[src/rtl/core/itoa_pkg.sv]
// Shared types and constants for the integer-to-ASCII radix converter.
// No dependencies; imported by the converter core and its checker.
`timescale 1ns / 1ps

package itoa_pkg;

    localparam int unsigned RADIX_W     = 5;
    localparam int unsigned DIGIT_W     = 4;
    localparam int unsigned CHAR_W      = 8;

    localparam logic [RADIX_W-1:0] RADIX_RESET  = 5'd10;
    localparam logic [RADIX_W-1:0] RADIX_SIGNED = 5'd10;
    localparam logic [RADIX_W-1:0] RADIX_MIN    = 5'd2;
    localparam logic [RADIX_W-1:0] RADIX_MAX    = 5'd16;

    localparam logic [CHAR_W-1:0] CHAR_MINUS = 8'h2D;
    localparam logic [CHAR_W-1:0] CHAR_NUL   = 8'h00;
    localparam logic [CHAR_W-1:0] CHAR_ZERO  = 8'h30;
    localparam logic [CHAR_W-1:0] CHAR_NINE  = 8'h39;
    localparam logic [CHAR_W-1:0] CHAR_UPA   = 8'h41;
    localparam logic [CHAR_W-1:0] CHAR_UPF   = 8'h46;

    typedef enum logic [2:0] {
        ST_IDLE,
        ST_DIV,
        ST_SIGN,
        ST_READ,
        ST_EMIT,
        ST_BAD
    } itoa_state_t;

    // Map one digit to its ASCII code: '0'..'9', then 'A'..'F'.
    function automatic logic [CHAR_W-1:0] digit_char(input logic [DIGIT_W-1:0] d);
        logic [CHAR_W-1:0] c;
        if (d < 4'd10)
            c = CHAR_ZERO + {4'd0, d};
        else
            c = CHAR_UPA + {4'd0, d - 4'd10};
        return c;
    endfunction

endpackage

[src/rtl/core/itoa_ram.sv]
// Generic single-write, single-read RAM with registered read data.
// No dependencies; holds the digit store of the converter.
`timescale 1ns / 1ps

module itoa_ram #(
    parameter int unsigned WIDTH = 4,
    parameter int unsigned DEPTH = 32
) (
    input  logic                     clk,
    input  logic                     we,
    input  logic [$clog2(DEPTH)-1:0] waddr,
    input  logic [WIDTH-1:0]         wdata,
    input  logic                     re,
    input  logic [$clog2(DEPTH)-1:0] raddr,
    output logic [WIDTH-1:0]         rdata
);

    logic [WIDTH-1:0] mem [DEPTH];

    always_ff @(posedge clk)
    begin
        if (we)
            mem[waddr] <= wdata;
        if (re)
            rdata <= mem[raddr];
    end

endmodule

[src/rtl/core/integer_to_ascii_radix.sv]
// Integer-to-ASCII converter top level: bit-serial divider, digit RAM, output beat register.
// Depends on itoa_pkg and itoa_ram.
`timescale 1ns / 1ps

// Converts one VALUE_WIDTH-bit integer per input beat into its text form, one
// ASCII character per output beat, most significant digit first, in the base
// held in the radix register (2..16, upper-case hex letters). In base 10 the
// value is signed and a leading '-' is sent; in other bases the bit pattern is
// unsigned. A radix outside 2..16 gives a single beat with character 0, last
// and invalid set. The divider is bit-serial, one quotient bit per clock;
// after division each character is read from the digit RAM and then loaded
// into the output register. The input takes one item at a time (in_stall
// is high from acceptance until the last character sits in the output
// register); the output register lets the next item be taken while the last
// beat waits.
// Write radix through cfg_we/cfg_data only while no conversion is in flight.
module integer_to_ascii_radix #(
    parameter int unsigned VALUE_WIDTH = 32
) (
    input  logic                           clk,
    input  logic                           rst_n,
    // configuration
    input  logic                           cfg_we,
    input  logic [itoa_pkg::RADIX_W-1:0]   cfg_data,
    // input channel
    input  logic                           in_valid,
    output logic                           in_stall,
    input  logic signed [VALUE_WIDTH-1:0]  value,
    // output channel
    output logic                           out_valid,
    input  logic                           out_stall,
    output logic [itoa_pkg::CHAR_W-1:0]    character,
    output logic                           last,
    output logic                           invalid
);

    import itoa_pkg::*;

    localparam int unsigned AW    = $clog2(VALUE_WIDTH);
    localparam int unsigned CNT_W = $clog2(VALUE_WIDTH + 1);
    localparam int unsigned BIT_W = $clog2(VALUE_WIDTH);

    itoa_state_t state_reg, state_next;

    logic [RADIX_W-1:0]     radix_reg;
    logic [VALUE_WIDTH-1:0] work_reg, work_next;     // dividend in, quotient out
    logic [DIGIT_W-1:0]     rem_reg, rem_next;
    logic [BIT_W-1:0]       bit_cnt_reg, bit_cnt_next;
    logic [CNT_W-1:0]       cnt_reg, cnt_next;
    logic                   neg_reg, neg_next;

    logic                   out_valid_reg, out_valid_next;
    logic [CHAR_W-1:0]      char_reg, char_next;
    logic                   last_reg, last_next;
    logic                   inv_reg, inv_next;

    logic                   in_accept;
    logic                   out_free;
    logic                   radix_ok;
    logic                   value_neg;
    logic [VALUE_WIDTH-1:0] value_mag;
    logic [RADIX_W-1:0]     rem_shift;
    logic                   q_bit;
    logic [RADIX_W-1:0]     rem_sub;
    logic [VALUE_WIDTH-1:0] quot;
    logic                   digit_done;
    logic [CNT_W-1:0]       cnt_minus;

    logic                   ram_we;
    logic                   ram_re;
    logic [DIGIT_W-1:0]     ram_rdata;

    // ---------------------------------------------------------------
    // Handshake and input decode
    // ---------------------------------------------------------------
    assign in_stall  = (state_reg != ST_IDLE);
    assign in_accept = in_valid && !in_stall;
    assign out_free  = !out_valid_reg || !out_stall;

    assign radix_ok  = radix_reg inside {[RADIX_MIN:RADIX_MAX]};
    // Signed only in base 10; two's complement negate gives the right
    // magnitude even for the most negative value.
    assign value_neg = (radix_reg == RADIX_SIGNED) && value[VALUE_WIDTH-1];
    assign value_mag = value_neg ? (~value + 1'b1) : value;

    // ---------------------------------------------------------------
    // Bit-serial restoring division: one quotient bit per cycle.
    // The remainder stays below the radix (at most 15), so shift in one
    // dividend bit and subtract the radix when it fits.
    // ---------------------------------------------------------------
    assign rem_shift  = {rem_reg, work_reg[VALUE_WIDTH-1]};
    assign q_bit      = (rem_shift >= radix_reg);
    assign rem_sub    = q_bit ? (rem_shift - radix_reg) : rem_shift;
    assign quot       = {work_reg[VALUE_WIDTH-2:0], q_bit};
    assign digit_done = (state_reg == ST_DIV) && (bit_cnt_reg == BIT_W'(VALUE_WIDTH - 1));
    assign cnt_minus  = cnt_reg - 1'b1;

    // Digit store: write each finished remainder, read back in reverse.
    assign ram_we = digit_done;
    assign ram_re = (state_reg == ST_READ);

    itoa_ram #(
        .WIDTH (DIGIT_W),
        .DEPTH (VALUE_WIDTH)
    ) u_digits (
        .clk   (clk),
        .we    (ram_we),
        .waddr (cnt_reg[AW-1:0]),
        .wdata (rem_sub[DIGIT_W-1:0]),
        .re    (ram_re),
        .raddr (cnt_minus[AW-1:0]),
        .rdata (ram_rdata)
    );

    // ---------------------------------------------------------------
    // Next state
    // ---------------------------------------------------------------
    always_comb
    begin
        state_next = state_reg;
        case (state_reg)
            ST_IDLE:
            begin
                if (in_accept)
                    state_next = radix_ok ? ST_DIV : ST_BAD;
            end
            ST_DIV:
            begin
                // Stop once the quotient runs out of digits.
                if (digit_done && (quot == '0))
                    state_next = ST_SIGN;
            end
            ST_SIGN:
            begin
                if (!neg_reg || out_free)
                    state_next = ST_READ;
            end
            ST_READ:
            begin
                state_next = ST_EMIT;
            end
            ST_EMIT:
            begin
                if (out_free)
                    state_next = (cnt_reg == '0) ? ST_IDLE : ST_READ;
            end
            ST_BAD:
            begin
                if (out_free)
                    state_next = ST_IDLE;
            end
            default:
            begin
                state_next = ST_IDLE;
            end
        endcase
    end

    // ---------------------------------------------------------------
    // Datapath and output beat register
    // ---------------------------------------------------------------
    always_comb
    begin
        work_next      = work_reg;
        rem_next       = rem_reg;
        bit_cnt_next   = bit_cnt_reg;
        cnt_next       = cnt_reg;
        neg_next       = neg_reg;
        // Drop the held beat once the far side takes it.
        out_valid_next = out_valid_reg && out_stall;
        char_next      = char_reg;
        last_next      = last_reg;
        inv_next       = inv_reg;

        case (state_reg)
            ST_IDLE:
            begin
                if (in_accept && radix_ok)
                begin
                    work_next    = value_mag;
                    rem_next     = '0;
                    bit_cnt_next = '0;
                    cnt_next     = '0;
                    neg_next     = value_neg;
                end
            end
            ST_DIV:
            begin
                work_next = quot;
                if (digit_done)
                begin
                    // Start the next digit on the fresh quotient.
                    rem_next     = '0;
                    bit_cnt_next = '0;
                    cnt_next     = cnt_reg + 1'b1;
                end
                else
                begin
                    rem_next     = rem_sub[DIGIT_W-1:0];
                    bit_cnt_next = bit_cnt_reg + 1'b1;
                end
            end
            ST_SIGN:
            begin
                // At least one digit always follows, so the sign is never last.
                if (neg_reg && out_free)
                begin
                    out_valid_next = 1'b1;
                    char_next      = CHAR_MINUS;
                    last_next      = 1'b0;
                    inv_next       = 1'b0;
                end
            end
            ST_READ:
            begin
                cnt_next = cnt_minus;
            end
            ST_EMIT:
            begin
                if (out_free)
                begin
                    out_valid_next = 1'b1;
                    char_next      = digit_char(ram_rdata);
                    last_next      = (cnt_reg == '0);
                    inv_next       = 1'b0;
                end
            end
            ST_BAD:
            begin
                if (out_free)
                begin
                    out_valid_next = 1'b1;
                    char_next      = CHAR_NUL;
                    last_next      = 1'b1;
                    inv_next       = 1'b1;
                end
            end
            default:
            begin
                out_valid_next = 1'b0;
            end
        endcase
    end

    // ---------------------------------------------------------------
    // Registers
    // ---------------------------------------------------------------
    always_ff @(posedge clk or negedge rst_n)
    begin
        if (!rst_n)
        begin
            state_reg     <= ST_IDLE;
            radix_reg     <= RADIX_RESET;
            out_valid_reg <= 1'b0;
            bit_cnt_reg   <= '0;
            cnt_reg       <= '0;
            neg_reg       <= 1'b0;
        end
        else
        begin
            state_reg     <= state_next;
            out_valid_reg <= out_valid_next;
            bit_cnt_reg   <= bit_cnt_next;
            cnt_reg       <= cnt_next;
            neg_reg       <= neg_next;
            if (cfg_we)
                radix_reg <= cfg_data;
        end
    end

    always_ff @(posedge clk)
    begin
        work_reg <= work_next;
        rem_reg  <= rem_next;
        char_reg <= char_next;
        last_reg <= last_next;
        inv_reg  <= inv_next;
    end

    assign out_valid = out_valid_reg;
    assign character = char_reg;
    assign last      = last_reg;
    assign invalid   = inv_reg;

endmodule

[config.mk]
export PLATFORM = sky130hd
export DESIGN_NAME = integer_to_ascii_radix
export DESIGN_NICKNAME = d
export VERILOG_FILES = /design/src/rtl/core/itoa_pkg.sv /design/src/rtl/core/itoa_ram.sv /design/src/rtl/core/integer_to_ascii_radix.sv
export SDC_FILE = /design/constraint.sdc
export NUM_CORES = 1
export LEC_CHECK = 0
export BUFFER_PORTS_ARGS = -buffer_cell sky130_fd_sc_hd__buf_4
export CELL_PAD_IN_SITES_DETAIL_PLACEMENT = 2
export CELL_PAD_IN_SITES_GLOBAL_PLACEMENT = 2
export CORE_MARGIN = 5
export CORE_UTILIZATION = 47
export DETAILED_ROUTE_END_ITERATION = 10
export PLACE_DENSITY_LB_ADDON = 0.15
export SLEW_MARGIN = 40
export SYNTH_ARGS = -nofsm -noshare
export SYNTH_HDL_FRONTEND = slang
export SYNTH_HIERARCHICAL = 1
export SYNTH_SLANG_ARGS = --single-unit
[constraint.sdc]
create_clock -name clk -period 5 [get_ports clk]
set_input_delay 1.25 -clock clk [delete_from_list [all_inputs] [get_ports clk]]
set_output_delay 1.25 -clock clk [all_outputs]
set_load 0.02 [all_outputs]
# Word level (Yosys, flattened, before mapping)
# Memory sizes are Yosys's and may differ from the RTL's. A register that Yosys moved wholly into a read port is not among the register bits.
# Cells that the tools add are included.
[totals] reg_bits=67 mem_bits_rw=128 in_bits=42 word_cells=105 n_memories=1
[op_classes] n_addsub=8 magnitude_cmp=4 n_eq_ne=15 muxes=37 bitwise_logic=1 n_reduce_logical=28
[mem_list] memory="u_digits.mem" depth=32 width=4 rd=1 rd_ports_with_merged_regs=1 wr=1 line_no="itoa_ram.sv:18" rtl="logic [WIDTH-1:0] mem [DEPTH];"
[ops] cell="$mux 32" count=2
[ops] cell="$pmux 32 s2" count=1
[ops] cell="$add 32x1->32 const B" count=1
[ops] cell="$logic_not 32->1" count=1
[ops] cell="$mux 8" count=4
[ops] cell="$not 32->32" count=1
[ops] cell="$pmux 8 s3" count=1
[ops] cell="$mux 3" count=6
[ops] cell="$pmux 3 s6" count=1
[ops] cell="$pmux 6 s3" count=1
[ops] cell="$ne 2x2->1 const B" count=7
[ops] cell="$mux 4" count=3
[ops] cell="$mux 6" count=2
[ops] cell="$mux 5" count=2
[ops] cell="$pmux 5 s2" count=1
[ops] cell="$pmux 1 s3" count=3
[ops] cell="$reduce_bool 3->1" count=3
[ops] cell="$add 7x4->8 const A" count=1
[ops] cell="$logic_and 1x1->1" count=8
[ops] cell="$mux 1" count=8
[ops] cell="$pmux 4 s2" count=1
[ops] cell="$add 6x4->7 const A" count=1
[ops] cell="$add 6x1->6 const B" count=1
[ops] cell="$eq 3x2->1 const B" count=2
[ops] cell="other kinds (25)" count=31

# Depth between registers and ports, before layout
[depth] depth_word=6 depth_mapped=9 ltp_nobuf=8

# Hierarchy
# Netlist, hierarchy kept.
[modules_own_cells] module="itoa_ram" instances=1 cells_each=231 area_each_um2=5178.7 seq_area_each_um2=3963.8
[modules_own_cells] module="integer_to_ascii_radix" instances=1 cells_each=432 area_each_um2=4093.9 seq_area_each_um2=1879.3

# Worst setup path after synthesis
# OpenSTA, ideal clock, no wires.
[synth_path] kind="input port to flip-flop" start="in value[16]" end="reg work_reg[30] (data pin)" arrival_time_ns=2.621 t_required_ns=4.730 slack_ns=2.108 path_stages=5 path_cell_list="or4_4 nor4b_4 a41oi_1 xnor2_1 a21oi_1"
[synth_via] elab_chain_len=5
[synth_rtl] element="start: declaration" line_no="integer_to_ascii_radix.sv:28" rtl="input logic signed [VALUE_WIDTH-1:0] value,"
[synth_rtl] element="$not 32->32" line_no="integer_to_ascii_radix.sv:84" rtl="assign value_mag = value_neg ? (~value + 1'b1) : value;"
[synth_rtl] element="$add 32x1->32" line_no="integer_to_ascii_radix.sv:84"
[synth_rtl] element="$mux 32" line_no="integer_to_ascii_radix.sv:84"
[synth_rtl] element="$mux 32" line_no="integer_to_ascii_radix.sv:178" rtl="if (in_accept && radix_ok)"
[synth_rtl] element="$pmux 32 s2" line_no="integer_to_ascii_radix.sv:175" rtl="case (state_reg)"
[synth_rtl] element="net work_next[30]" line_no="integer_to_ascii_radix.sv:46" rtl="logic [VALUE_WIDTH-1:0] work_reg, work_next;"
[synth_rtl] element="end signal: assignment" line_no="integer_to_ascii_radix.sv:273" rtl="work_reg <= work_next;"
[synth_rtl] element="end: declaration" line_no="integer_to_ascii_radix.sv:46"
# The timed path passes the listed nets, and every way through them passes these cells. The select of a mux whose other input is x is not followed.
# A chain may end at the register's enable or synchronous reset.

# Worst setup path in the final report
[layout_path] start="reg state_reg[0]" end="out in_stall"
[layout_via] elab_chain_len=1
[layout_rtl] element="start: declaration" line_no="integer_to_ascii_radix.sv:43" rtl="itoa_state_t state_reg, state_next;"
[layout_rtl] element="start signal: assignment" line_no="integer_to_ascii_radix.sv:261" rtl="state_reg <= state_next;"
[layout_rtl] element="$reduce_bool 3->1" line_no="integer_to_ascii_radix.sv:76" rtl="assign in_stall = (state_reg != ST_IDLE);"
[layout_rtl] element="end: declaration" line_no="integer_to_ascii_radix.sv:27" rtl="output logic in_stall,"
# No other way between the ends.

==> out/qor.yml <==
outcome:
  status: "completed"
detailed_routing:
  dr_total_vias: 5979
  detail_route.wl_per_cell_um: 26.5
  antenna_left: 0
  first_iter_violations: 458
  vias_per_cell: 6.04
  finalWirelength_um: 26200
  post-route-drc-count: 0
  first_pass_iters: 5
sta:
  fin_setup_tns_ps: 0
  finalSetupViolations: 0
  slew_headroom_pct: 44.4
  hold_violations: 0
  worst_hold_slack_ps: 543
  slew_viol_final: 0
  worstMarginPinSlew_ps: 831
  rsz0062_at_grt: "no"
  worst_clock_skew_ps: 16.9
  post-route-min-period_ps: 3260
  min_period_over_period_pct: 65.2
  max_clock_freq_mhz: 307
worst_setup_path:
  crit_path_max_incr_delay_ps: 740
  crit_arrival_ps: 2010
  criticalPathCategory: "register to primary output"
  critical_path.startpoint_type: "register"
  worst_path_max_fanout: 16
  critical_path_required_ps: 3750
  critical-path-slowest-cell: "sky130_fd_sc_hd__dfrtp_1"
  rr_worst_depth: 6
  path_cells: "inv_1 -> nand2_1 -> buf_4"
  crit_path_end_kind: "primary output"
logic_synthesis:
  yosys-top-cells-area: "sky130_fd_sc_hd__edfxtp_1 57%, sky130_fd_sc_hd__mux4_2 9.7%, sky130_fd_sc_hd__dfrtp_1 5.1%, sky130_fd_sc_hd__nor2_1 2.8%, sky130_fd_sc_hd__xnor2_1 2.5%"
  synth.ff_latch_count: 198
  synth_area_leader_cell: "sky130_fd_sc_hd__edfxtp_1"
  ys_async_sr_fraction_pct: 10.6
  ys_dominant_reg_cell: "sky130_fd_sc_hd__edfxtp_1"
  yosysWarningCount: 6
  post_synth.cell_area_avg_um2: 14.0
  synthesis.area_um2: 9270
  netlist_instances: 663
  top_area_cell_type_share_of_the_netlist_area_pct: 57.3
  synth_cell_types: 59
  number_of_enable_type_register_cells_in_the_synthesized_netlist: 177
  synth.yosys.seq_area_share_pct: 63.0
  synthesis.nets: 718
clock_tree:
  postCtsResizedCells: 0
  clk_pin_slew_ps: 80
  hold_buffers: 0
  clock_latency_ps: 450
  tritoncts_clock_tree: "built"
  cts_root_buffer: "sky130_fd_sc_hd__clkbuf_16"
  cts.sinks: 198
  clock_tree.htree_level_count: 4
  buffers_inserted_by_post_cts_timing_repair: 0
  cts_max_path_buffers: 2
  cts_buffers: 17
grt:
  maximum_number_of_pins_on_one_net_before_global_route_repair: 33
  grt_usage_pct: 24.4
  grt.overflow.total: 0
  grt_pass1_vias: 6728
  antenna_violations_before_repair: 0
  first_pass_grt_wire_length_um: 40800
finish:
  most-common-layout-cells: "177 x sky130_fd_sc_hd__edfxtp_1, 69 x sky130_fd_sc_hd__nor2_1, 59 x sky130_fd_sc_hd__buf_4"
  filler_cell_count: 1820
  area_growth_pct: 14.0
  final_cell_area_um2: 10600
  largest_register_ffs: 128
  drive_gt1_share_pct: 21.9
  layout.cells.most_common: "sky130_fd_sc_hd__edfxtp_1"
  antenna-diode-count: 0
  finalNetCount: 767
floorplanning:
  die_w_um: 150
  fp.coreArea_um2: 19500
  floorplan.die_area_um2: 22600
  die_h_um: 150
  floorplan.initialDensity_pct: 47.6
  ios: 54
  floorplan.rows: 51
place:
  gp_congestion: 0.835
  portBuffers: 52
  dp.final_hpwl_um: 18400
  place_area_um2: 9950
power:
  max-vdd-ir-drop_v: 0.000456
  power-per-cell-area_nw_per_um2: 634
  design_power_total_w: 0.00671
  cellLeakagePower_nw: 3.64
worst_hold_path:
  hold_depth: 1
  min_path_type: "register to register"
flow_run:
  timing.max_cap.violations: 0
## cell families after synthesis
group	Yosys count	synth area share (%)
other	1	0.0404
adders and majority gates	13	1.84
muxes	50	10.9
and+or+nand+nor	188	10.4
DFF	198	63.0
xor gates and xnor gates	36	3.40
AOI/OAI and AO/OA	121	7.83
buffers and inverters	56	2.59
## final timing paths
check | slack [ps] | to | startpoint
setup / recovery | 1740 | in_stall | state_reg[0]
hold / removal | 540 | neg_reg | neg_reg
setup reg to reg | 1770 | u_digits/rdata[1] | cnt_reg[0]
hold reg to reg | 540 | neg_reg | neg_reg
max in group asynchronous | 3990 | radix_reg[3] | rst_n
min in group asynchronous | 700 | neg_reg | rst_n
## critical path, delay by kind of cell, from the launching register on
| kind | cells | cell delay, ps |
|---|---|---|
| buffers and inverters | 2 | 640 |
| and+or+nand+nor | 1 | 180 |
| DFF | 1 | 740 |
## report_power, final
group / internal (W) / switching [W] / total, W
combinational: 0.000878 / 0.00158 / 0.00246
clock: 0.000761 / 0.000670 / 0.00143
sequential: 0.00255 / 0.000270 / 0.00282
total: 0.00418 / 0.00252 / 0.00671
## per-stage QoR
stage               setup slack [ps]  util (%)  std cells
floorplan                       2110         -        663
global placement                1670      51.0        956
detailed placement              1540      51.1        958
CTS                             1750      54.3        990
global route                    1660      54.3        990
finish                          1740      54.3        990
## routing by layer
layer / wire length (µm) / global-route usage [%] / up-vias
met3: 923 / 3.82 / 25
met4: 464 / 7.04 / 0
met1: 11400 / 33.1 / 3180
met5: 0 / 0 / -
li1: - / - / 2651
met2: 13400 / 41.1 / 123
## area by class of cell
type | count | area (µm²) | share of cell area [%]
Tap cell | 265 | 332 | 3.14
Clock inverter | 15 | 189 | 1.79
Multi-Input combinational cell | 409 | 3220 | 30.5
Inverter | 25 | 93.8 | 0.887
Timing Repair Buffer | 61 | 469 | 4.44
Sequential cell | 198 | 5840 | 55.3
Clock buffer | 17 | 425 | 4.02
## cells in the mapped netlist, types with 3 or more instances
master	n
sky130_fd_sc_hd__a22o_1	5
sky130_fd_sc_hd__nor4_1	9
sky130_fd_sc_hd__inv_1	25
sky130_fd_sc_hd__dfrtp_1	19
sky130_fd_sc_hd__nor3b_1	3
sky130_fd_sc_hd__mux2_2	6
sky130_fd_sc_hd__nor2_1	69
sky130_fd_sc_hd__buf_6	3
sky130_fd_sc_hd__xnor2_1	26
sky130_fd_sc_hd__clkbuf_1	19
sky130_fd_sc_hd__nor3_1	14
sky130_fd_sc_hd__xor2_1	10
sky130_fd_sc_hd__a31oi_1	13
sky130_fd_sc_hd__nand4_1	3
sky130_fd_sc_hd__or3b_2	3
sky130_fd_sc_hd__ha_1	12
sky130_fd_sc_hd__buf_1	5
sky130_fd_sc_hd__a211oi_1	4
sky130_fd_sc_hd__or4_1	3
sky130_fd_sc_hd__nand2_1	41
sky130_fd_sc_hd__nand3_1	10
sky130_fd_sc_hd__o21ai_0	36
sky130_fd_sc_hd__mux4_2	40
sky130_fd_sc_hd__mux2i_1	4
sky130_fd_sc_hd__or3_1	4
sky130_fd_sc_hd__a21oi_1	41
sky130_fd_sc_hd__o2bb2ai_1	4
sky130_fd_sc_hd__nand3b_1	7
sky130_fd_sc_hd__nor4b_1	3
sky130_fd_sc_hd__edfxtp_1	177
sky130_fd_sc_hd__buf_2	3
sky130_fd_sc_hd__nand2b_1	5
Note: power is estimated with default switching activity, not from simulation.
